**config.mk**
```make
export PLATFORM = sky130hd
export DESIGN_NAME = bmf_cmdq
export DESIGN_NICKNAME = d
export VERILOG_FILES = /design/src/hdl/bmf_pkg.sv /design/src/hdl/bmf_cmdq.sv
export SDC_FILE = /design/constraint.sdc
export NUM_CORES = 1
export LEC_CHECK = 0
export BUFFER_PORTS_ARGS = -buffer_cell sky130_fd_sc_hd__buf_2
export CORE_MARGIN = 2
export CORE_UTILIZATION = 28
export CTS_CLUSTER_SIZE = 40
export DETAILED_ROUTE_END_ITERATION = 6
export GPL_TIMING_DRIVEN = 0
export PLACE_DENSITY = 0.43
export SKIP_CTS_REPAIR_TIMING = 1
export SYNTH_ARGS = -nofsm -noshare
export SYNTH_HDL_FRONTEND = slang
export SYNTH_SLANG_ARGS = --single-unit
```
**constraint.sdc**
```tcl
create_clock -name i_clk -period 2.2 [get_ports i_clk]
set_input_delay 0.22 -clock i_clk [delete_from_list [all_inputs] [get_ports i_clk]]
set_output_delay 0.22 -clock i_clk [all_outputs]
set_load 0.01 [all_outputs]
```
**src/hdl/bmf_pkg.sv**
```systemverilog
// Shared constants, types and codes of the 21x21 box mean filter.
package bmf_pkg;

    localparam int MAX_WIDTH  = 4096;
    localparam int MAX_HEIGHT = 4096;
    localparam int RADIUS     = 10;
    localparam int DIAM       = 2 * RADIUS + 1;
    localparam int STORE_ROWS = 2 * RADIUS;
    localparam int AREA       = DIAM * DIAM;

    localparam int SIZE_W = 13;
    localparam int COL_W  = $clog2(MAX_WIDTH);
    localparam int SLOT_W = $clog2(STORE_ROWS);
    localparam int RAD_W  = $clog2(RADIUS);
    localparam int LS_DEPTH = STORE_ROWS * MAX_WIDTH;
    localparam int LS_AW  = $clog2(LS_DEPTH);
    localparam int CS_W   = $clog2(DIAM * 255 + 1);
    localparam int WS_W   = $clog2(AREA * 255 + 1);

    // floor(x / AREA) = (x * DIV_MULT) >> DIV_SHIFT for every window sum
    localparam int DIV_SHIFT = 26;
    localparam int DIV_MULT  = (1 << DIV_SHIFT) / AREA + 1;
    localparam int MULT_W    = $clog2(DIV_MULT + 1);

    localparam int CMDQ_DEPTH = 4;
    localparam int OUTQ_DEPTH = 8;

    // register indexes
    localparam logic REG_WIDTH  = 1'b0;
    localparam logic REG_HEIGHT = 1'b1;

    // op kinds
    localparam logic OP_PIX = 1'b0;
    localparam logic OP_RD  = 1'b1;

    typedef logic [SIZE_W-1:0] t_size;

    typedef struct packed {
        logic              kind;
        logic [7:0]        pix;
        logic [SLOT_W-1:0] wr_slot;
        logic [COL_W-1:0]  col;
        logic [SLOT_W-1:0] rd_slot;
        logic [COL_W-1:0]  rd_col;
        logic              first_row;
        logic              have_old;
        logic              col0;
        logic              col_lt_diam;
        logic              emit;
        logic              interior;
        logic              last;
        logic              eof;
    } t_op;

    typedef struct packed {
        logic [7:0] value;
        logic       eof;
        logic       last;
    } t_res;

endpackage

```
**src/hdl/bmf_cmdq.sv**
```systemverilog
// Short op queue between front end and back end.
module bmf_cmdq import bmf_pkg::*; (
    input  logic i_clk,
    input  logic i_rst_n,
    input  logic i_push,
    input  t_op  i_op,
    output logic o_full,
    input  logic i_pop,
    output logic o_valid,
    output t_op  o_op
);

    localparam int PW = $clog2(CMDQ_DEPTH);
    localparam int CW = $clog2(CMDQ_DEPTH + 1);

    t_op            r_mem [0:CMDQ_DEPTH-1];
    logic [PW-1:0]  r_wp, r_rp;
    logic [CW-1:0]  r_cnt;

    assign o_full  = (r_cnt == CW'(CMDQ_DEPTH));
    assign o_valid = (r_cnt != '0);
    assign o_op    = r_mem[r_rp];

    always_ff @(posedge i_clk) begin
        if (!i_rst_n) begin
            r_wp  <= '0;
            r_rp  <= '0;
            r_cnt <= '0;
        end else begin
            if (i_push) r_wp <= r_wp + 1'b1;
            if (i_pop)  r_rp <= r_rp + 1'b1;
            r_cnt <= r_cnt + CW'(i_push) - CW'(i_pop);
        end
    end

    always_ff @(posedge i_clk) begin
        if (i_push) r_mem[r_wp] <= i_op;
    end

endmodule

```
Yosys cells after proc, flatten, opt, wreduce, memory -nomap -nowiden
Memory sizes are Yosys's and may differ from the RTL's. A register that Yosys moved wholly into a read port is not among the register bits.
Index checks and enable logic that the tools add are counted.
Word-level totals
  register bits after elaboration: 7
  bits in latches: 0
  RAM bits: 204
  bits in read-only memories: 0
  input bits: 55
  output and inout port bits: 53
  memories: 1
Cells by class
  add/subtract/negate cells: 4
  multiply operators: 0
  div/mod/pow operators: 0
  $lt $le $gt $ge: 0
  equality and inequality tests: 1
  shift operators: 0
  mux-type cells: 4
  bitwise gates (word level): 0
  reductions and logical operators: 1
Memories
  r_mem: words 4, bits a word 51, rd ports 1, clocked after memory_dff 1, write ports 1, RTL line bmf_cmdq.sv:16  | t_op r_mem [0:CMDQ_DEPTH-1];
Operator list (number)
  adder 2 x 1 -> 2 bit (second input constant): 2
  2-to-1 mux 2 bit: 2
  adder 3 x 1 -> 3 bit: 1
  equality test 3 bit (second input constant): 1
  nonzero test 3 bit: 1
  subtractor 3 x 1 -> 3 bit: 1
  2-to-1 mux 1 bit: 2

Depth between registers and ports, before layout
  depth after elaboration: 3
  depth in mapped cells: 7
  mapped depth without buffers: 7

Least setup slack after synthesis
No wires, ideal clock.
  path type: flip-flop to flip-flop
  start point: register r_wp[0]
  end point: memory r_mem[2][0] (netlist name) (enable)
  arrival: 1.757 ns
  required time: 1.786 ns
  path slack: 0.029 ns
  cell stages (with the launch flop): 4
  path buffers: 0
  path through: dfxtp_1 -> inv_1 -> ha_1 -> and2_1
RTL lines
  from (decl): RTL line bmf_cmdq.sv:17  | logic [PW-1:0] r_wp, r_rp;
  from (signal assigned): RTL line bmf_cmdq.sv:30  | if (i_push) r_wp <= r_wp + 1'b1;
  to (decl): RTL line bmf_cmdq.sv:16
Straight into the memory's write port.

==> metrics.csv <==
metric,value,unit
ios,108,
fin_crit_sh,0.9519,
netlist_area,7863,sq um
cp_top_family,multiplexers,
regToRegStartpoint,r_cnt[0],
ir_drop,0.0005191,V
end_kind,output pin,
slowest_stage,mux4_2,
finalWirelength,15.60,mm
r2r_cells,7,
grt_pass1_vias,3937,
powerDensity,938.7,nW/um^2
fmax,0.4775,GHz
die_x,171.6,um
drt_iter0_markers,146,
synth-edff-count,204,
yosysMostFrequentCell,edfxtp_1,
total_leakage_power,3.525,nW
swShare,0.2160,
worstPathRequired,1.98,ns
status,"finished, final reports clean",
vias_per_cell,4.249,
r2r-end,r_cnt[2],
fill_cells,2576,
clock_power_share,0.407,
crit_arrival,1.87,ns
cts_tree,yes,
grt_pass1_wl,23.01,mm
area_growth_syn_to_layout,31.24,%
internal-power,7.594,mW
endpoint,o_op[3],
path_buf_inv,3,
grt_max_degree,33,
hold_depth,3,
synth_common_cells,"edfxtp_1 (204), mux4_2 (50), dfxtp_1 (9)",
synth-main-ff-cell,edfxtp_1,
period_needed,2.094,ns
power_frac_seq,0.486,
core-area,27710,sq um
path_cells,buf_6 -> buf_12 -> mux4_2 -> buf_2,
worstMarginPinSlew,0.4004,ns
layout-drive-gt1-share,0.4178,
rsz0062_at_grt,false,
pre_cts_slack,0.4073,ns
hold_viol,0,
max_stage_delay,0.53,ns
drcViolationCount,0,
net-switching-power,2.092,mW
yosysSeqAreaShare,0.8020,
placed_area,8984,sq um
slew_headroom,0.7330,
crit_fanout,10,
clk_pin_slew,0.06,ns
final_area,10320,sq um
setup_viol,0,
die_area,29440,sq um
numCtsBuffers,25,
gp_congestion,0.6507,
yosysTopAreaCell,edfxtp_1,
grt_use_total,0.1063,
place.port_buffers,107,
final_cells,895,
synth.top_cell.area_share,0.7791,
seqCellArea,6306,sq um
clock_latency,0.51,ns
yosysUniqueCellTypes,21,
r2r_slack,0.40,ns
fin_util,0.3724,
wire_per_inst,17.43,um
hp-class,in -> reg,
drv_cap,0,
crit_type,reg -> out,
synth.top_cells.by_area,"edfxtp_1 (78%), mux4_2 (14%), dfxtp_1 (2.3%), buf_12 (1.3%), ha_1 (0.95%)",
clock_path_buffers,3,
die_height,171.6,um
syn-mean-instance-area,25.36,sq um
synth-seq-cells,213,
p_comb_frac,0.106,
cp.depth,4,
root_buffer,clkbuf_16,
netlist_instances,310,
antenna_found_initial,0,
hpwlAfterDp,9.156,mm
cts_max_level,1,
multi_input_area,1400,sq um
final.setup.worst_slack,0.1059,ns
finalSetupTns,0,ns
drv_slew,0,
skew,0.01649,ns
syn_nets,372,
dr.pass1.iters,4,
vias,3803,
start_util,0.2838,
final_antenna_net_count,0,
cts.sinks,213,
antenna_cells,0,
total_power,9.686,mW
finish.net_count,561,
rows,61,
cp-start-kind,flop,
overflow,0,
whs,0.05883,ns
yosys_warnings,0,
async_flop_share,0,
place_inst,799,
[worst min-delay path: stages]
cell and delay [ns]:
buf_2 0.14, nand3b_1 0.08, a21oi_1 0.07
[power by group through the flow]
stage          clock network, mW  logic (mW)  registers [mW]
6_report                    3.95        1.03            4.71
5_1_grt                     4.23        1.13            4.73
4_1_cts                     4.08       0.996            4.71
3_5_place_dp                   0       0.992            4.80
3_3_place_gp                   0       0.944            4.80
2_1_floorplan                  0       0.576            4.79
[layer usage]
| metal | global-route usage | wire length, um |
|---|---|---|
| met1 | 0.1309 | 6634 |
| met2 | 0.1802 | 7660 |
| met3 | 0.03474 | 933 |
| met5 | 0 | 0 |
| met4 | 0.02763 | 369 |
[how the worst min path moves through the flow]
stage,start,end,slack (ns)
global placement,i_op[29],r_mem[3][29],0.43
floorplan,i_op[0],r_mem[0][0],0.32
CTS,i_op[25],r_mem[1][25],-0.1
global route,i_pop,r_rp[1],0.04
detailed placement,i_op[29],r_mem[2][29],0.44
finish,i_pop,r_rp[1],0.06
[state kept, by name (all words and copies together), names as in the netlist, named ones only]
signal / count
r_rp: 2
r_wp: 2
r_mem: 204
r_cnt: 3
[kinds of logic after synthesis]
group	Yosys count	share of synthesized area
xor+xnor	3	0.005251
flops	213	0.8020
mux	52	0.1478
simple gates	14	0.009709
fa+ha+maj	7	0.01209
compound gates	2	0.001909
buf+inv	19	0.02116
[final cells by class]
type                    instances  area share
plain buffers                  11     0.01443
multi-input cells              78      0.1357
clock buffers                  29     0.06499
flip-flops and latches        213      0.6111
repair buffers                163      0.1123
clock inverters                16     0.01310
inverters                       7    0.002546
well taps                     378     0.04584
[layout by cell type (no fill, tap or decap), drive strengths merged, types with 2 or more instances in the layout]
master / count
nor2: 5
dfxtp: 9
dlygate4sd3: 52
buf: 117
inv: 8
edfxtp: 204
clkinvlp: 3
mux4: 51
clkinv: 10
ha: 6
bufinv: 2
xnor2: 2
clkbuf: 34
and2: 6
Note: power is estimated with default switching activity, not from simulation.
