## src/hdl/bmf_pkg.sv

```systemverilog
// Shared constants, types and codes of the 21x21 box mean filter.
package bmf_pkg;

    localparam int MAX_WIDTH  = 4096;
    localparam int MAX_HEIGHT = 4096;
    localparam int RADIUS     = 10;
    localparam int DIAM       = 2 * RADIUS + 1;
    localparam int STORE_ROWS = 2 * RADIUS;
    localparam int AREA       = DIAM * DIAM;

    localparam int SIZE_W = 13;
    localparam int COL_W  = $clog2(MAX_WIDTH);
    localparam int SLOT_W = $clog2(STORE_ROWS);
    localparam int RAD_W  = $clog2(RADIUS);
    localparam int LS_DEPTH = STORE_ROWS * MAX_WIDTH;
    localparam int LS_AW  = $clog2(LS_DEPTH);
    localparam int CS_W   = $clog2(DIAM * 255 + 1);
    localparam int WS_W   = $clog2(AREA * 255 + 1);

    // floor(x / AREA) = (x * DIV_MULT) >> DIV_SHIFT for every window sum
    localparam int DIV_SHIFT = 26;
    localparam int DIV_MULT  = (1 << DIV_SHIFT) / AREA + 1;
    localparam int MULT_W    = $clog2(DIV_MULT + 1);

    localparam int CMDQ_DEPTH = 4;
    localparam int OUTQ_DEPTH = 8;

    // register indexes
    localparam logic REG_WIDTH  = 1'b0;
    localparam logic REG_HEIGHT = 1'b1;

    // op kinds
    localparam logic OP_PIX = 1'b0;
    localparam logic OP_RD  = 1'b1;

    typedef logic [SIZE_W-1:0] t_size;

    typedef struct packed {
        logic              kind;
        logic [7:0]        pix;
        logic [SLOT_W-1:0] wr_slot;
        logic [COL_W-1:0]  col;
        logic [SLOT_W-1:0] rd_slot;
        logic [COL_W-1:0]  rd_col;
        logic              first_row;
        logic              have_old;
        logic              col0;
        logic              col_lt_diam;
        logic              emit;
        logic              interior;
        logic              last;
        logic              eof;
    } t_op;

    typedef struct packed {
        logic [7:0] value;
        logic       eof;
        logic       last;
    } t_res;

endpackage

```

## src/hdl/bmf_front.sv

```systemverilog
// Front end: accepts beats, tracks frame position and issues ops.
module bmf_front import bmf_pkg::*; (
    input  logic  i_clk,
    input  logic  i_rst_n,
    input  logic  i_push,
    output logic  o_full,
    input  logic [7:0] i_pixel,
    input  logic  i_drain,
    input  t_size i_cfg_w,
    input  t_size i_cfg_h,
    output logic  o_op_push,
    output t_op   o_op,
    input  logic  i_op_full
);

    localparam logic [1:0] PH_IDLE  = 2'd0;
    localparam logic [1:0] PH_FRAME = 2'd1;
    localparam logic [1:0] PH_DRAIN = 2'd2;

    function automatic t_size clamp_size(input t_size v, input t_size hi);
        if (v < t_size'(DIAM)) return t_size'(DIAM);
        if (v > hi) return hi;
        return v;
    endfunction

    function automatic logic [SLOT_W-1:0] back_slot(input logic [SLOT_W-1:0] s,
                                                    input int unsigned k);
        if (s >= SLOT_W'(k)) return s - SLOT_W'(k);
        return s + SLOT_W'(STORE_ROWS - k);
    endfunction

    logic [1:0]        r_phase, n_phase;
    t_size             r_fw, n_fw, r_fh, n_fh;
    logic [COL_W-1:0]  r_row, n_row, r_col, n_col;
    logic [SLOT_W-1:0] r_slot, n_slot;
    logic              r_burst, n_burst;
    logic [RAD_W-1:0]  r_bk, n_bk;
    logic [SLOT_W-1:0] r_bslot, n_bslot;
    logic [COL_W-1:0]  r_bcol, n_bcol;
    logic [COL_W-1:0]  r_dcol, n_dcol;
    logic [RAD_W-1:0]  r_drow, n_drow;
    logic [SLOT_W-1:0] r_dslot, n_dslot;

    logic accept;
    assign o_full = i_op_full | r_burst;
    assign accept = i_push & ~o_full;

    always_comb begin
        logic              new_frame;
        t_size             cur_w, cur_h;
        logic [COL_W-1:0]  cur_r, cur_c;
        logic [SLOT_W-1:0] cur_slot, orow_slot;
        logic              eol, last_row, burst, d_eol;
        n_phase = r_phase; n_fw = r_fw; n_fh = r_fh;
        n_row = r_row; n_col = r_col; n_slot = r_slot;
        n_burst = r_burst; n_bk = r_bk; n_bslot = r_bslot; n_bcol = r_bcol;
        n_dcol = r_dcol; n_drow = r_drow; n_dslot = r_dslot;
        o_op = '0;
        o_op_push = 1'b0;

        new_frame = (r_phase != PH_FRAME);
        cur_w    = new_frame ? clamp_size(i_cfg_w, t_size'(MAX_WIDTH)) : r_fw;
        cur_h    = new_frame ? clamp_size(i_cfg_h, t_size'(MAX_HEIGHT)) : r_fh;
        cur_r    = new_frame ? '0 : r_row;
        cur_c    = new_frame ? '0 : r_col;
        cur_slot = new_frame ? '0 : r_slot;
        orow_slot = back_slot(cur_slot, RADIUS);
        eol      = ({1'b0, cur_c} + 1'b1) == cur_w;
        last_row = ({1'b0, cur_r} + 1'b1) >= cur_h;
        burst    = eol && (cur_r >= COL_W'(RADIUS));
        d_eol    = ({1'b0, r_dcol} + 1'b1) == r_fw;

        if (r_burst) begin
            if (!i_op_full) begin
                o_op_push      = 1'b1;
                o_op.kind      = OP_RD;
                o_op.rd_slot   = r_bslot;
                o_op.rd_col    = r_bcol;
                o_op.emit      = 1'b1;
                o_op.last      = (r_bk == RAD_W'(RADIUS - 1));
                n_bcol         = r_bcol + 1'b1;
                n_bk           = r_bk + 1'b1;
                if (r_bk == RAD_W'(RADIUS - 1)) begin
                    n_burst = 1'b0;
                end
            end
        end else if (accept) begin
            if (!i_drain) begin
                o_op_push        = 1'b1;
                o_op.kind        = OP_PIX;
                o_op.pix         = i_pixel;
                o_op.wr_slot     = cur_slot;
                o_op.col         = cur_c;
                o_op.rd_slot     = orow_slot;
                o_op.rd_col      = cur_c - COL_W'(RADIUS);
                o_op.first_row   = (cur_r == '0);
                o_op.have_old    = (cur_r >= COL_W'(STORE_ROWS));
                o_op.col0        = (cur_c == '0);
                o_op.col_lt_diam = (cur_c < COL_W'(DIAM));
                o_op.emit        = (cur_r >= COL_W'(RADIUS)) && (cur_c >= COL_W'(RADIUS));
                o_op.interior    = (cur_r >= COL_W'(STORE_ROWS)) &&
                                   (cur_c >= COL_W'(STORE_ROWS));
                o_op.last        = ~burst;
                n_phase = PH_FRAME;
                n_fw    = cur_w;
                n_fh    = cur_h;
                if (burst) begin
                    n_burst = 1'b1;
                    n_bk    = '0;
                    n_bslot = orow_slot;
                    n_bcol  = COL_W'(cur_w - t_size'(RADIUS));
                end
                if (eol) begin
                    n_col = '0;
                    if (last_row) begin
                        n_row   = '0;
                        n_slot  = '0;
                        n_phase = PH_DRAIN;
                        n_dcol  = '0;
                        n_drow  = '0;
                        n_dslot = back_slot(cur_slot, RADIUS - 1);
                    end else begin
                        n_row  = cur_r + 1'b1;
                        n_slot = (cur_slot == SLOT_W'(STORE_ROWS - 1)) ? '0 : cur_slot + 1'b1;
                    end
                end else begin
                    n_row  = cur_r;
                    n_slot = cur_slot;
                    n_col  = cur_c + 1'b1;
                end
            end else if (r_phase == PH_DRAIN) begin
                o_op_push    = 1'b1;
                o_op.kind    = OP_RD;
                o_op.rd_slot = r_dslot;
                o_op.rd_col  = r_dcol;
                o_op.emit    = 1'b1;
                o_op.last    = 1'b1;
                o_op.eof     = d_eol && (r_drow == RAD_W'(RADIUS - 1));
                if (o_op.eof) begin
                    n_phase = PH_IDLE;
                end else if (d_eol) begin
                    n_dcol  = '0;
                    n_drow  = r_drow + 1'b1;
                    n_dslot = (r_dslot == SLOT_W'(STORE_ROWS - 1)) ? '0 : r_dslot + 1'b1;
                end else begin
                    n_dcol = r_dcol + 1'b1;
                end
            end
        end
    end

    always_ff @(posedge i_clk) begin
        if (!i_rst_n) begin
            r_phase <= PH_IDLE;
            r_fw    <= t_size'(3136);
            r_fh    <= t_size'(2199);
            r_row   <= '0;
            r_col   <= '0;
            r_slot  <= '0;
            r_burst <= 1'b0;
            r_bk    <= '0;
            r_dcol  <= '0;
            r_drow  <= '0;
            r_dslot <= '0;
        end else begin
            r_phase <= n_phase;
            r_fw    <= n_fw;
            r_fh    <= n_fh;
            r_row   <= n_row;
            r_col   <= n_col;
            r_slot  <= n_slot;
            r_burst <= n_burst;
            r_bk    <= n_bk;
            r_dcol  <= n_dcol;
            r_drow  <= n_drow;
            r_dslot <= n_dslot;
        end
    end

    always_ff @(posedge i_clk) begin
        r_bslot <= n_bslot;
        r_bcol  <= n_bcol;
    end

endmodule

```

## config.mk

```make
export PLATFORM = sky130hd
export DESIGN_NAME = bmf_front
export DESIGN_NICKNAME = d
export VERILOG_FILES = /design/src/hdl/bmf_pkg.sv /design/src/hdl/bmf_front.sv
export SDC_FILE = /design/constraint.sdc
export NUM_CORES = 1
export LEC_CHECK = 0
export BUFFER_PORTS_ARGS = -buffer_cell sky130_fd_sc_hd__buf_2
export CORE_UTILIZATION = 25
export CTS_CLUSTER_SIZE = 30
export DETAILED_ROUTE_END_ITERATION = 10
export PLACE_DENSITY = 0.42
export SYNTH_ARGS = -nofsm -noshare
export SYNTH_HDL_FRONTEND = slang
export SYNTH_SLANG_ARGS = --single-unit
```

## constraint.sdc

```tcl
create_clock -name i_clk -period 10.4 [get_ports i_clk]
set_input_delay 1.04 -clock i_clk [delete_from_list [all_inputs] [get_ports i_clk]]
set_output_delay 1.04 -clock i_clk [all_outputs]
set_load 0.05 [all_outputs]
```

### Yosys cells after proc, flatten, opt, wreduce, memory -nomap -nowiden

Index checks and enable logic that the tools add are counted.

* register bits: 100
* logic and storage cells: 180
* bits of input ports: 39
* output and inout port bits: 53

* add/subtract/negate cells: 17
* magnitude comparators: 12
* bitwise logic cells: 6
* muxes and demuxes: 102
* reduce and logical (&&, ||, !) cells: 16
* equality and inequality tests: 14

Operator list (count)
* 12-bit two-way mux: 16
* 13-bit two-way mux: 10
* 5-bit two-way mux: 15
* 17-bit two-way mux: 4
* 4-bit two-way mux: 13
* 51-bit two-way mux: 1
* 25-bit two-way mux: 2
* 12-bit by 1-bit adder with 12-bit output (second input constant): 4
* 12-bit by 1-bit adder with 13-bit output (second input constant): 3
* 1-bit two-way mux: 35
* 13-bit == test: 2
* 13-bit greater-than comparator (second input constant): 2
* 13-bit by 5-bit less-than comparator with 1-bit output (second input constant): 2
* 12-bit by 4-bit greater-or-equal comparator with 1-bit output (second input constant): 2
* 12-bit by 5-bit greater-or-equal comparator with 1-bit output (second input constant): 2
* 12-bit logical NOT: 2
* 12-bit by 4-bit subtractor with 12-bit output (second input constant): 2
* 13-bit greater-or-equal comparator: 1
* 12-bit by 5-bit less-than comparator with 1-bit output (second input constant): 1
* 2-bit two-way mux: 6
* 4-bit AND reduction: 3
* 5-bit by 1-bit adder with 5-bit output (second input constant): 2
* 5-bit by 4-bit adder with 5-bit output (second input constant): 2
* 5-bit == test (second input constant): 2
* 15 further kinds: 33

### Logic depth before layout (Yosys ltp)

Gate-level depths: netlist (run 1).

* word-level depth: 16
* mapped depth: 26
* gate-level depth less buffers: 18

### Least setup slack after synthesis (run 1)

OpenSTA, ideal clock, no wires.

* kind: flip-flop to output port
* start: register r_phase[0]
* end: output o_op[1] (netlist bit)
* required time: 9.360 ns
* cell stages (with the launch flop): 21
* setup slack: 4.616 ns
* buffers on the path: 8
* arrival: 4.744 ns
* cell sequence: dfxtp_1 buf_6 nor2b_4 buf_6 clkbuf_1 clkbuf_1 buf_1 nand2_1 inv_1 ha_1 nand3_1 nor4_1 mux2i_1 mux2i_1 or4_4 or3_1 buf_2 buf_2 clkbuf_1 nor3_1 o22ai_1

RTL lines
* from (decl): line bmf_front.sv:32 `logic [1:0] r_phase, n_phase;`
* from (signal assigned): line bmf_front.sv:166 `r_phase <= n_phase;`
* to (decl): line bmf_front.sv:12 `output t_op o_op,`

==> results of run 1 <==
-- registers in the layout (all words and copies together) (netlist names) --
| signal | flops |
|---|---|
| r_col | 12 |
| r_fh | 13 |
| r_phase | 2 |
| r_slot | 5 |
| r_fw | 13 |
| r_dslot | 5 |
| r_drow | 4 |
| r_bcol | 12 |
| r_bk | 4 |
| r_burst | 1 |
| r_dcol | 12 |
| r_bslot | 5 |
| r_row | 12 |
-- cell families after synthesis --
family                     after synthesis
adders and majority gates               38
buffers and inverters                  119
DFF                                    100
AOI/OAI and AO/OA                      272
xor gates and xnor gates                65
muxes                                   17
and+or+nand+nor                        432
-- routing by layer --
metal	routed length (um)	part of all wire [%]
met5	0	0
met4	562	2.0
met3	1360	4.8
met2	12800	45
met1	13800	48
-- critical path, delay by kind of cell (launching register included) --
family                     cells  cell delay (ps)
buffers and inverters          3              920
AOI/OAI and AO/OA              2              300
muxes                          1              270
DFF                            1              530
and+or+nand+nor                7             2470
adders and majority gates      1              210
-- worst max path at each step --
stage,start,endpoint,slack (ps),depth (start not counted)
after floorplan,r_phase[0]$_SDFFE_PN0P_,o_op[1],4620,20
after global placement,r_phase[0]$_SDFFE_PN0P_,o_op[1],4830,14
after detailed placement,r_phase[0]$_SDFFE_PN0P_,o_op[1],4710,14
after CTS,r_phase[0]$_SDFFE_PN0P_,o_op[1],4310,14
after global routing,r_phase[0]$_SDFFE_PN0P_,o_op[1],3930,14
final,r_phase[0]$_SDFFE_PN0P_,o_op[1],4270,14
-- stage by stage --
stage	instance area (um^2)	power [W]	setup slack, ps	util, %	std cells
after floorplan	7960	0.000500	4620	-	1043
after global placement	8660	0.000543	4830	28.0	1460
after detailed placement	8660	0.000543	4710	28.0	1460
after CTS	8950	0.000890	4310	28.9	1476
after global routing	8950	0.000915	3930	28.9	1476
final	8950	0.000879	4270	28.9	1476
-- layout by cell type, fill, tap and decap left out, drive strengths merged, types with 20 or more instances in the layout --
master,netlist,final
nand4,20,20
nor3,29,29
dfxtp,83,83
nand3,39,39
inv,36,37
xnor2,39,39
a21oi,48,48
nor2,84,84
o21ai,64,64
and3,31,31
ha,38,38
nand2,129,129
xor2,26,26
buf,27,103
-- layout make-up --
| type | count | share of cell area [%] |
|---|---|---|
| multi-input cells | 824 | 59.3 |
| clock buffers | 10 | 2.56 |
| well taps | 396 | 5.53 |
| inverters | 37 | 1.55 |
| repair buffers | 103 | 6.09 |
| clock inverters | 6 | 0.685 |
| flip-flops and latches | 100 | 24.3 |
-- power breakdown --
group          internal, W  switching, W  leakage, nW
Combinational    0.0000401     0.0000865         2.62
Sequential        0.000399    0.00000757        0.826
Clock             0.000168      0.000177        0.138
==> run_results.csv, run 1 <==
group,metric,value,unit
worst_setup_path,worstPathRequired,9360,ps
logic_synthesis,synth_compound_area_share,23.8,%
logic_synthesis,yosysTopAreaCell,"dfxtp_1",
sta,finalCritPeriodShare,58.9,%
global_routing,grt_pass1_wl,43.7,mm
floorplanning,io_pins,92,
logic_synthesis,synth.most_common_cell,"nand2_1",
global_routing,grt_max_degree,58,
cts,cts_buffers,9,
floorplanning,die_x,180,um
sta,fmax,163,MHz
logic_synthesis,ys.flop_type,"dfxtp_1",
global_routing,antenna_found_initial,0,
outcome,status,"complete, no violations",
cells_and_area,drive_above_1_share,13.2,%
global_routing,grt_overflow,0,
global_routing,grt_pass1_vias,7297,
hold_path,hp-class,"reg -> reg",
power,power.density,98.1,mW/mm^2
floorplanning,coreArea,0.0310,mm^2
logic_synthesis,synth_edf_count,17,
cells_and_area,regArea,0.00217,mm^2
route,wire_per_inst,19.4,um
placement,gp_congestion,0.872,
global_routing,met2_usage,26.9,%
logic_synthesis,ys_seq_elements,100,
logic_synthesis,yosys-top-cells-area,"dfxtp_1 21%, edfxtp_1 6.4%, nand2_1 6.0%",
worst_setup_path,crit_path_start_kind,"flip-flop",
worst_setup_path,r2r_end,"r_bcol[5]$_DFFE_PP_",
worst_setup_path,timing.rr.start,"r_phase[0]$_SDFFE_PN0P_",
logic_synthesis,synth_top_family_by_area,"simple AND/OR/NAND/NOR gates",
cts,clkTransAtPathRegs,80,ps
global_routing,gr-usage-met3,2.14,%
sta,slew_headroom,32.2,%
cts,cts_sinks,100,
sta,fin_worst_skew,11.2,ps
logic_synthesis,synth_mux_area_share,2.22,%
floorplanning,die_area,0.0326,mm^2
cts,cts_setup_buffers,0,
worst_setup_path,max_stage_delay,620,ps
logic_synthesis,synth_top_area_share,20.9,%
power,power.leakage,3.59,nW
logic_synthesis,syn_avg_cell_area,7.63,um^2
worst_setup_path,end_kind,"primary output",
sta,tightest_slew,1000,ps
logic_synthesis,synth_fp_nets,1120,
cts,clk_path_buf_depth,2,
logic_synthesis,synthArstFlopShare,0,%
worst_setup_path,r2r_setup_slack,4830,ps
logic_synthesis,yosysSeqAreaShare,27.3,%
sta,hold_viol_final,0,
global_routing,gr-usage-all-layers,17.2,%
logic_synthesis,synth_fa_ha_area_share,5.97,%
sta,tns,0,ps
cts,cts_hold_buf,0,
cells_and_area,fillers,3396,
worst_setup_path,slowest_stage,"nor2b_4",
hold_path,hold-path-endpoint,"r_fh[2]$_SDFFE_PN1P_",
worst_setup_path,worstPathCellList,"nor2b_4 -> buf_4 -> nand2_1 -> inv_1 -> ha_1 -> nand3_1 -> nor3_1 -> mux2i_1 -> o221ai_1 -> or4_4 -> or3_1 -> nor3_1 -> o22ai_1 -> buf_2",
worst_setup_path,crit_arrival,5090,ps
logic_synthesis,synth-simple-area-share,27.4,%
cts,cts_root_buf,"clkbuf_16",
logic_synthesis,netlist_top_cells_count,"128 x nand2_1, 84 x nor2_1, 83 x dfxtp_1, 64 x o21ai_0, 55 x clkbuf_1",
worst_setup_path,ff2ff_path_depth,14,
cells_and_area,syn_to_final_growth,12.4,%
cts,cts_tree,"yes",
hold_path,worstHoldStart,"r_fh[2]$_SDFFE_PN1P_",
global_routing,gr-usage-met1,24.5,%
route,viasPerCell,5.37,
cts,insertion_delay,370,ps
power,ir_drop,67.6,uV
placement,port_buffers,91,
worst_setup_path,crit_fanout,49,
placement,dp_hpwl,20.9,mm
job,drv_cap,0,
worst_setup_path,path_class,"reg -> out",
route,routed_wl,28.6,mm
sta,fin_crit,6130,ps
logic_synthesis,synth_warnings,0,
logic_synthesis,syn_area,0.00796,mm^2
cells_and_area,diodes,0,
hold_path,holdPathStages,2,
cells_and_area,multi_input_area,0.00531,mm^2
floorplanning,rows,64,
logic_synthesis,synthXorXnorAreaFrac,7.15,%
sta,setup_viol,0,
route,drtIter0Drc,653,
route,via_count,7922,
sta,rsz0062_at_grt,"no",
cts,h-tree-depth,3,
logic_synthesis,syn_inst,1043,
floorplanning,die_h,180,um
route,drc,0,
logic_synthesis,ys_types,82,
cts,post_cts_resized,0,
route,ant_nets,0,
sta,hold_slack,491,ps
cells_and_area,finalNetCount,1152,
global_routing,busiest_layer,"met2",
worst_setup_path,critPathMostFrequentCell,"nor3_1",
route,drtPass1Iterations,5,
floorplanning,initial_utilization,25.7,%
sta,slew_violations,0,
Power figures use the tool's default switching activity.
==> run 2, diff against run 1 <==
==> constraint.sdc (replaced) <==
create_clock -name i_clk -period 5.8 [get_ports i_clk]
set_input_delay 0.58 -clock i_clk [delete_from_list [all_inputs] [get_ports i_clk]]
set_output_delay 0.58 -clock i_clk [all_outputs]
set_load 0.05 [all_outputs]
==> run_results.csv, run 2 (same netlist as run 1, synthesis figures left out) <==
group,metric,value,unit
worst_setup_path,path_class,"reg -> out",
route,wire_per_inst,19.3,um
power,power.density,176,mW/mm^2
route,dr_wl_met2,12.8,mm
route,via_count,7909,
cts,cts_root_buf,"clkbuf_16",
outcome,status,"complete, no violations",
cells_and_area,finalNetCount,1154,
placement,dp_worst_setup_slack,535,ps
cts,cts_buffers,9,
sta,slew_violations,0,
cts,clk_path_buf_depth,2,
placement,place_inst,1462,
sta,fin_crit,5500,ps
route,drtIter0Drc,658,
cells_and_area,final_area,0.00897,mm^2
route,routed_wl,28.6,mm
sta,setup_viol,0,
sta,fin_ws,300,ps
floorplanning,die_h,180,um
power,ir_drop,111,uV
cells_and_area,syn_to_final_growth,12.6,%
route,viasPerCell,5.35,
worst_setup_path,crit_fanout,24,
route,highest_layer,"met4",
sta,tns,0,ps
cts,clkTransAtPathRegs,70,ps
cells_and_area,diodes,0,
worst_setup_path,worstPathRequired,5220,ps
cts,cts_tree,"yes",
route,drtPass1Iterations,5,
global_routing,antenna_found_initial,0,
cts,h-tree-depth,3,
job,drv_cap,0,
global_routing,grt_overflow,0,
cells_and_area,layout_common_cells,"127 x nand2_1, 91 x buf_2, 84 x nor2_1",
worst_setup_path,end_kind,"primary output",
sta,hold_viol_final,0,
cells_and_area,final_cell_count_no_fill,1478,
cells_and_area,fillers,3367,
sta,rsz0062_at_grt,"no",
route,met1Wirelength,14.4,mm
sta,tightest_slew,1040,ps
route,wl_met3,1.20,mm
global_routing,grt_max_degree,57,
global_routing,grt_pass1_wl,44.3,mm
sta,fmax,182,MHz
cts,cts_setup_buffers,0,
cells_and_area,drive_above_1_share,13.5,%
global_routing,gr-usage-all-layers,17.5,%
placement,dp_hpwl,20.8,mm
power,power.leakage,3.60,nW
floorplanning,rows,64,
cts,insertion_delay,370,ps
floorplanning,coreArea,0.0310,mm^2
cells_and_area,layout_commonest_cell,"nand2_1",
placement,port_buffers,91,
hold_path,hp-class,"reg -> reg",
worst_setup_path,crit_arrival,4920,ps
cts,cts_sinks,100,
floorplanning,initial_utilization,25.7,%
worst_setup_path,crit_path_start_kind,"flip-flop",
route,ant_nets,0,
sta,slew_headroom,29.8,%
floorplanning,die_x,180,um
floorplanning,io_pins,92,
route,drc,0,
global_routing,grt_pass1_vias,7228,
sta,finalCritPeriodShare,94.8,%
placement,placed_area,0.00868,mm^2
floorplanning,die_area,0.0326,mm^2
cells_and_area,reg_top3,"r_fh (13), r_fw (13)",
sta,fin_worst_skew,14.2,ps
placement,gp_congestion,0.825,
-- run 2: cell types whose count changed in the layout (fill, tap and decap cells not counted), sizes merged --
cell    before  now
clkbuf      10   12
clkinv       5    3
buf        103  105
-- run 2: final timing paths --
check        slack [ps]                     from  cells past startpoint                     to
max                 300  r_phase[0]$_SDFFE_PN0P_                     13                o_op[1]
min                 490    r_fh[11]$_SDFFE_PN1P_                      2  r_fh[11]$_SDFFE_PN1P_
max reg2reg         600  r_phase[0]$_SDFFE_PN0P_                     12    r_bcol[1]$_DFFE_PP_
min reg2reg         490    r_fh[11]$_SDFFE_PN1P_                      2  r_fh[11]$_SDFFE_PN1P_
-- run 2: layer usage --
layer	track usage (%)	vias to the layer above
li1	-	3886
met1	25.7	3794
met2	26.8	217
met3	2.55	12
met4	3.42	0
met5	0	-
-- run 2: per-stage QoR --
| stage | total power [W] | hold slack (ps) | utilization [%] |
|---|---|---|---|
| finish | 0.00157 | 494 | 28.9 |
| floorplan | 0.000896 | 455 | - |
| global route | 0.00165 | 515 | 28.9 |
| global placement | 0.000974 | 466 | 28.0 |
| CTS | 0.00160 | 499 | 28.9 |
| detailed placement | 0.000975 | 479 | 28.0 |
-- run 2: area by class of cell --
class / count / area [um^2] / share of cell area, %
tap: 396 / 495 / 5.52
multi-input combinational: 824 / 5320 / 59.3
clock buffer: 12 / 258 / 2.87
timing repair buffer: 105 / 561 / 6.25
inverter: 37 / 139 / 1.55
sequential: 100 / 2170 / 24.2
clock inverter: 4 / 30.0 / 0.335
-- run 2: timing repair --
item,4_1_cts,5_1_grt
gates resized for setup,0,1
endpoints found under the setup margin,0,1
hold buffers,0,0
-- run 2: critical path: stages (launching register included) --
cell and delay, ps:
dfxtp_1 510, nor2b_4 340, nand2_1 190, inv_1 190
ha_1 230, nand3_1 180, nor4_1 460, mux2i_1 300
mux2i_1 110, or4_4 590, or3_2 780, nor3_1 230
o22ai_1 150, buf_2 290
-- run 2: power by group --
group,leakage [nW],internal [W],total [W],switching [W]
clock network,0.138,0.000320,0.000616,0.000296
logic,2.64,0.0000725,0.000229,0.000156
registers,0.826,0.000716,0.000730,0.0000134
==> run 3, diff against run 2 <==
--- a/config.mk
+++ b/config.mk
@@ -6,10 +6,10 @@
 export NUM_CORES = 1
 export LEC_CHECK = 0
 export BUFFER_PORTS_ARGS = -buffer_cell sky130_fd_sc_hd__buf_2
-export CORE_UTILIZATION = 25
+export CORE_UTILIZATION = 30
 export CTS_CLUSTER_SIZE = 30
 export DETAILED_ROUTE_END_ITERATION = 10
-export PLACE_DENSITY = 0.42
+export PLACE_DENSITY = 0.48
 export SYNTH_ARGS = -nofsm -noshare
 export SYNTH_HDL_FRONTEND = slang
 export SYNTH_SLANG_ARGS = --single-unit
==> run_results.csv, run 3 (same netlist as run 1, synthesis figures left out) <==
group,metric,value,unit
power,power_frac_comb,13.6,%
cells_and_area,fillers,2820,
cts,clk_path_buf_depth,2,
cells_and_area,diodes,0,
job,drv_cap,0,
route,viasPerCell,5.55,
worst_setup_path,end_kind,"primary output",
floorplanning,rows,59,
power,power.density,185,mW/mm^2
power,power_frac_seq,44.3,%
worst_setup_path,crit_fanout,24,
cts,cts_sinks,100,
cts,h-tree-depth,3,
global_routing,grt_pass1_wl,42.2,mm
power,power_switching,0.000475,W
route,drtPass1Iterations,5,
worst_setup_path,crit_path_start_kind,"flip-flop",
power,pwr-share-clk,42.1,%
worst_setup_path,worstSetupEndpoint,"o_op[1]",
cells_and_area,drive_above_1_share,13.4,%
floorplanning,die_area,0.0272,mm^2
route,routed_wl,27.2,mm
cells_and_area,regArea,0.00217,mm^2
floorplanning,coreArea,0.0261,mm^2
placement,dp_hpwl,19.7,mm
power,p_int,0.00117,W
placement,gp_congestion,0.875,
route,via_count,7850,
sta,slew_violations,0,
global_routing,gr-usage-met3,3.54,%
power,sw_frac_of_total,28.8,%
global_routing,grt_max_degree,68,
power,ir_drop,135,uV
sta,tightest_slew,1040,ps
worst_setup_path,worstPathRequired,5220,ps
global_routing,grt_pass1_vias,7149,
power,power.leakage,3.60,nW
cts,cts_buffers,9,
floorplanning,die_x,165,um
cells_and_area,multi_input_area,0.00532,mm^2
global_routing,met2_usage,31.2,%
cells_and_area,finalNetCount,1151,
global_routing,busiest_layer,"met2",
cts,cts_tree,"yes",
route,drtIter0Drc,658,
worst_setup_path,timing.critical_path.from,"r_phase[0]$_SDFFE_PN0P_",
route,wire_per_inst,19.2,um
hold_path,hp-class,"reg -> reg",
sta,rsz0062_at_grt,"no",
sta,fin_worst_skew,13.8,ps
cts,cts_hold_buf,0,
global_routing,antenna_found_initial,0,
worst_setup_path,r2r_setup_slack,580,ps
floorplanning,io_pins,92,
outcome,status,"complete, no violations",
worst_setup_path,path_class,"reg -> out",
sta,hold_viol_final,0,
sta,fin_crit,5410,ps
worst_setup_path,timing.rr.start,"r_phase[0]$_SDFFE_PN0P_",
floorplanning,initial_utilization,30.6,%
placement,port_buffers,91,
route,ant_nets,0,
route,drc,0,
sta,finalCritPeriodShare,93.3,%
floorplanning,die_h,165,um
placement,place_inst,1398,
worst_setup_path,ff2ff_path_depth,16,
cells_and_area,layout_commonest_cell,"nand2_1",
cells_and_area,syn_to_final_growth,11.9,%
cts,clkTransAtPathRegs,70,ps
sta,tns,0,ps
cts,insertion_delay,370,ps
worst_setup_path,r2r_end,"r_dcol[2]$_SDFFE_PN0P_",
worst_setup_path,crit_arrival,4830,ps
sta,fmax,185,MHz
global_routing,grt_overflow,0,
cells_and_area,final_cell_count_no_fill,1414,
sta,slew_headroom,30.1,%
sta,setup_viol,0,
global_routing,gr-usage-all-layers,20.4,%
cells_and_area,reg_top3,"r_fh (13), r_fw (13)",
global_routing,gr-usage-met1,29.3,%
cells_and_area,layout_common_cells,"127 x nand2_1, 91 x buf_2, 84 x nor2_1",
cts,cts_root_buf,"clkbuf_16",
[run 3: cell count changes in the layout (fill, tap and decap cells not counted), sizes merged]
cell | before | now
clkbuf | 12 | 10
bufinv | 0 | 2
buf | 105 | 102
[run 3: power groups by stage]
stage               registers [W]  logic (W)  clock network [W]
floorplan                0.000738   0.000158                  0
global placement         0.000745   0.000224                  0
detailed placement       0.000746   0.000225                  0
CTS                      0.000729   0.000226           0.000704
global route             0.000731   0.000247           0.000732
finish                   0.000730   0.000225           0.000694
[run 3: layer usage]
layer | share of wire, % | vias up
met4 | 1.5 | 0
met3 | 5.8 | 28
li1 | - | 3874
met5 | 0 | -
met1 | 48 | 3703
met2 | 45 | 245
[run 3: worst min-delay path by stage]
stage	slack, ps	startpoint	cells past startpoint	endpoint
floorplan	460	r_fh[4]$_SDFFE_PN1P_	2	r_fh[4]$_SDFFE_PN1P_
global placement	470	r_fh[4]$_SDFFE_PN1P_	2	r_fh[4]$_SDFFE_PN1P_
detailed placement	480	r_fh[7]$_SDFFE_PN1P_	2	r_fh[7]$_SDFFE_PN1P_
CTS	500	r_fh[4]$_SDFFE_PN1P_	2	r_fh[4]$_SDFFE_PN1P_
global route	520	r_fh[7]$_SDFFE_PN1P_	2	r_fh[7]$_SDFFE_PN1P_
finish	490	r_fh[4]$_SDFFE_PN1P_	2	r_fh[4]$_SDFFE_PN1P_
[run 3: worst max-delay path, cell delays in order (launching register included)]
cell and delay (ps):
dfxtp_1 530, nor2b_4 330, nand2_1 190, inv_1 170
ha_1 240, nand3_1 170, nor4_1 430, mux2i_1 270
mux2i_1 90, or4_4 590, or3_2 780, nor3_1 230
o22ai_1 140, buf_2 290
[run 3: layout make-up]
type / instances / area share [%]
flip-flops and latches: 100 / 24.4
clock buffers: 10 / 2.58
inverters: 37 / 1.56
clock inverters: 6 / 1.11
repair buffers: 102 / 6.04
multi-input cells: 824 / 59.6
well taps: 335 / 4.70
[run 3: through the flow]
step / cell area (um^2) / hold WS (ps) / power [W] / setup slack (ps) / utilization, %
detailed placement: 8580 / 481 / 0.000971 / 637 / 32.9
finish: 8910 / 492 / 0.00165 / 387 / 34.2
floorplan: 7960 / 455 / 0.000896 / 476 / -
global placement: 8580 / 466 / 0.000970 / 747 / 32.9
global route: 8910 / 521 / 0.00171 / 67.7 / 34.2
CTS: 8910 / 498 / 0.00166 / 364 / 34.2
[run 3: what timing repair did]
item / CTS / global route
setup endpoints to repair: 0 / 1
gates resized for setup: 0 / 1
buffers inserted: 0 / 0
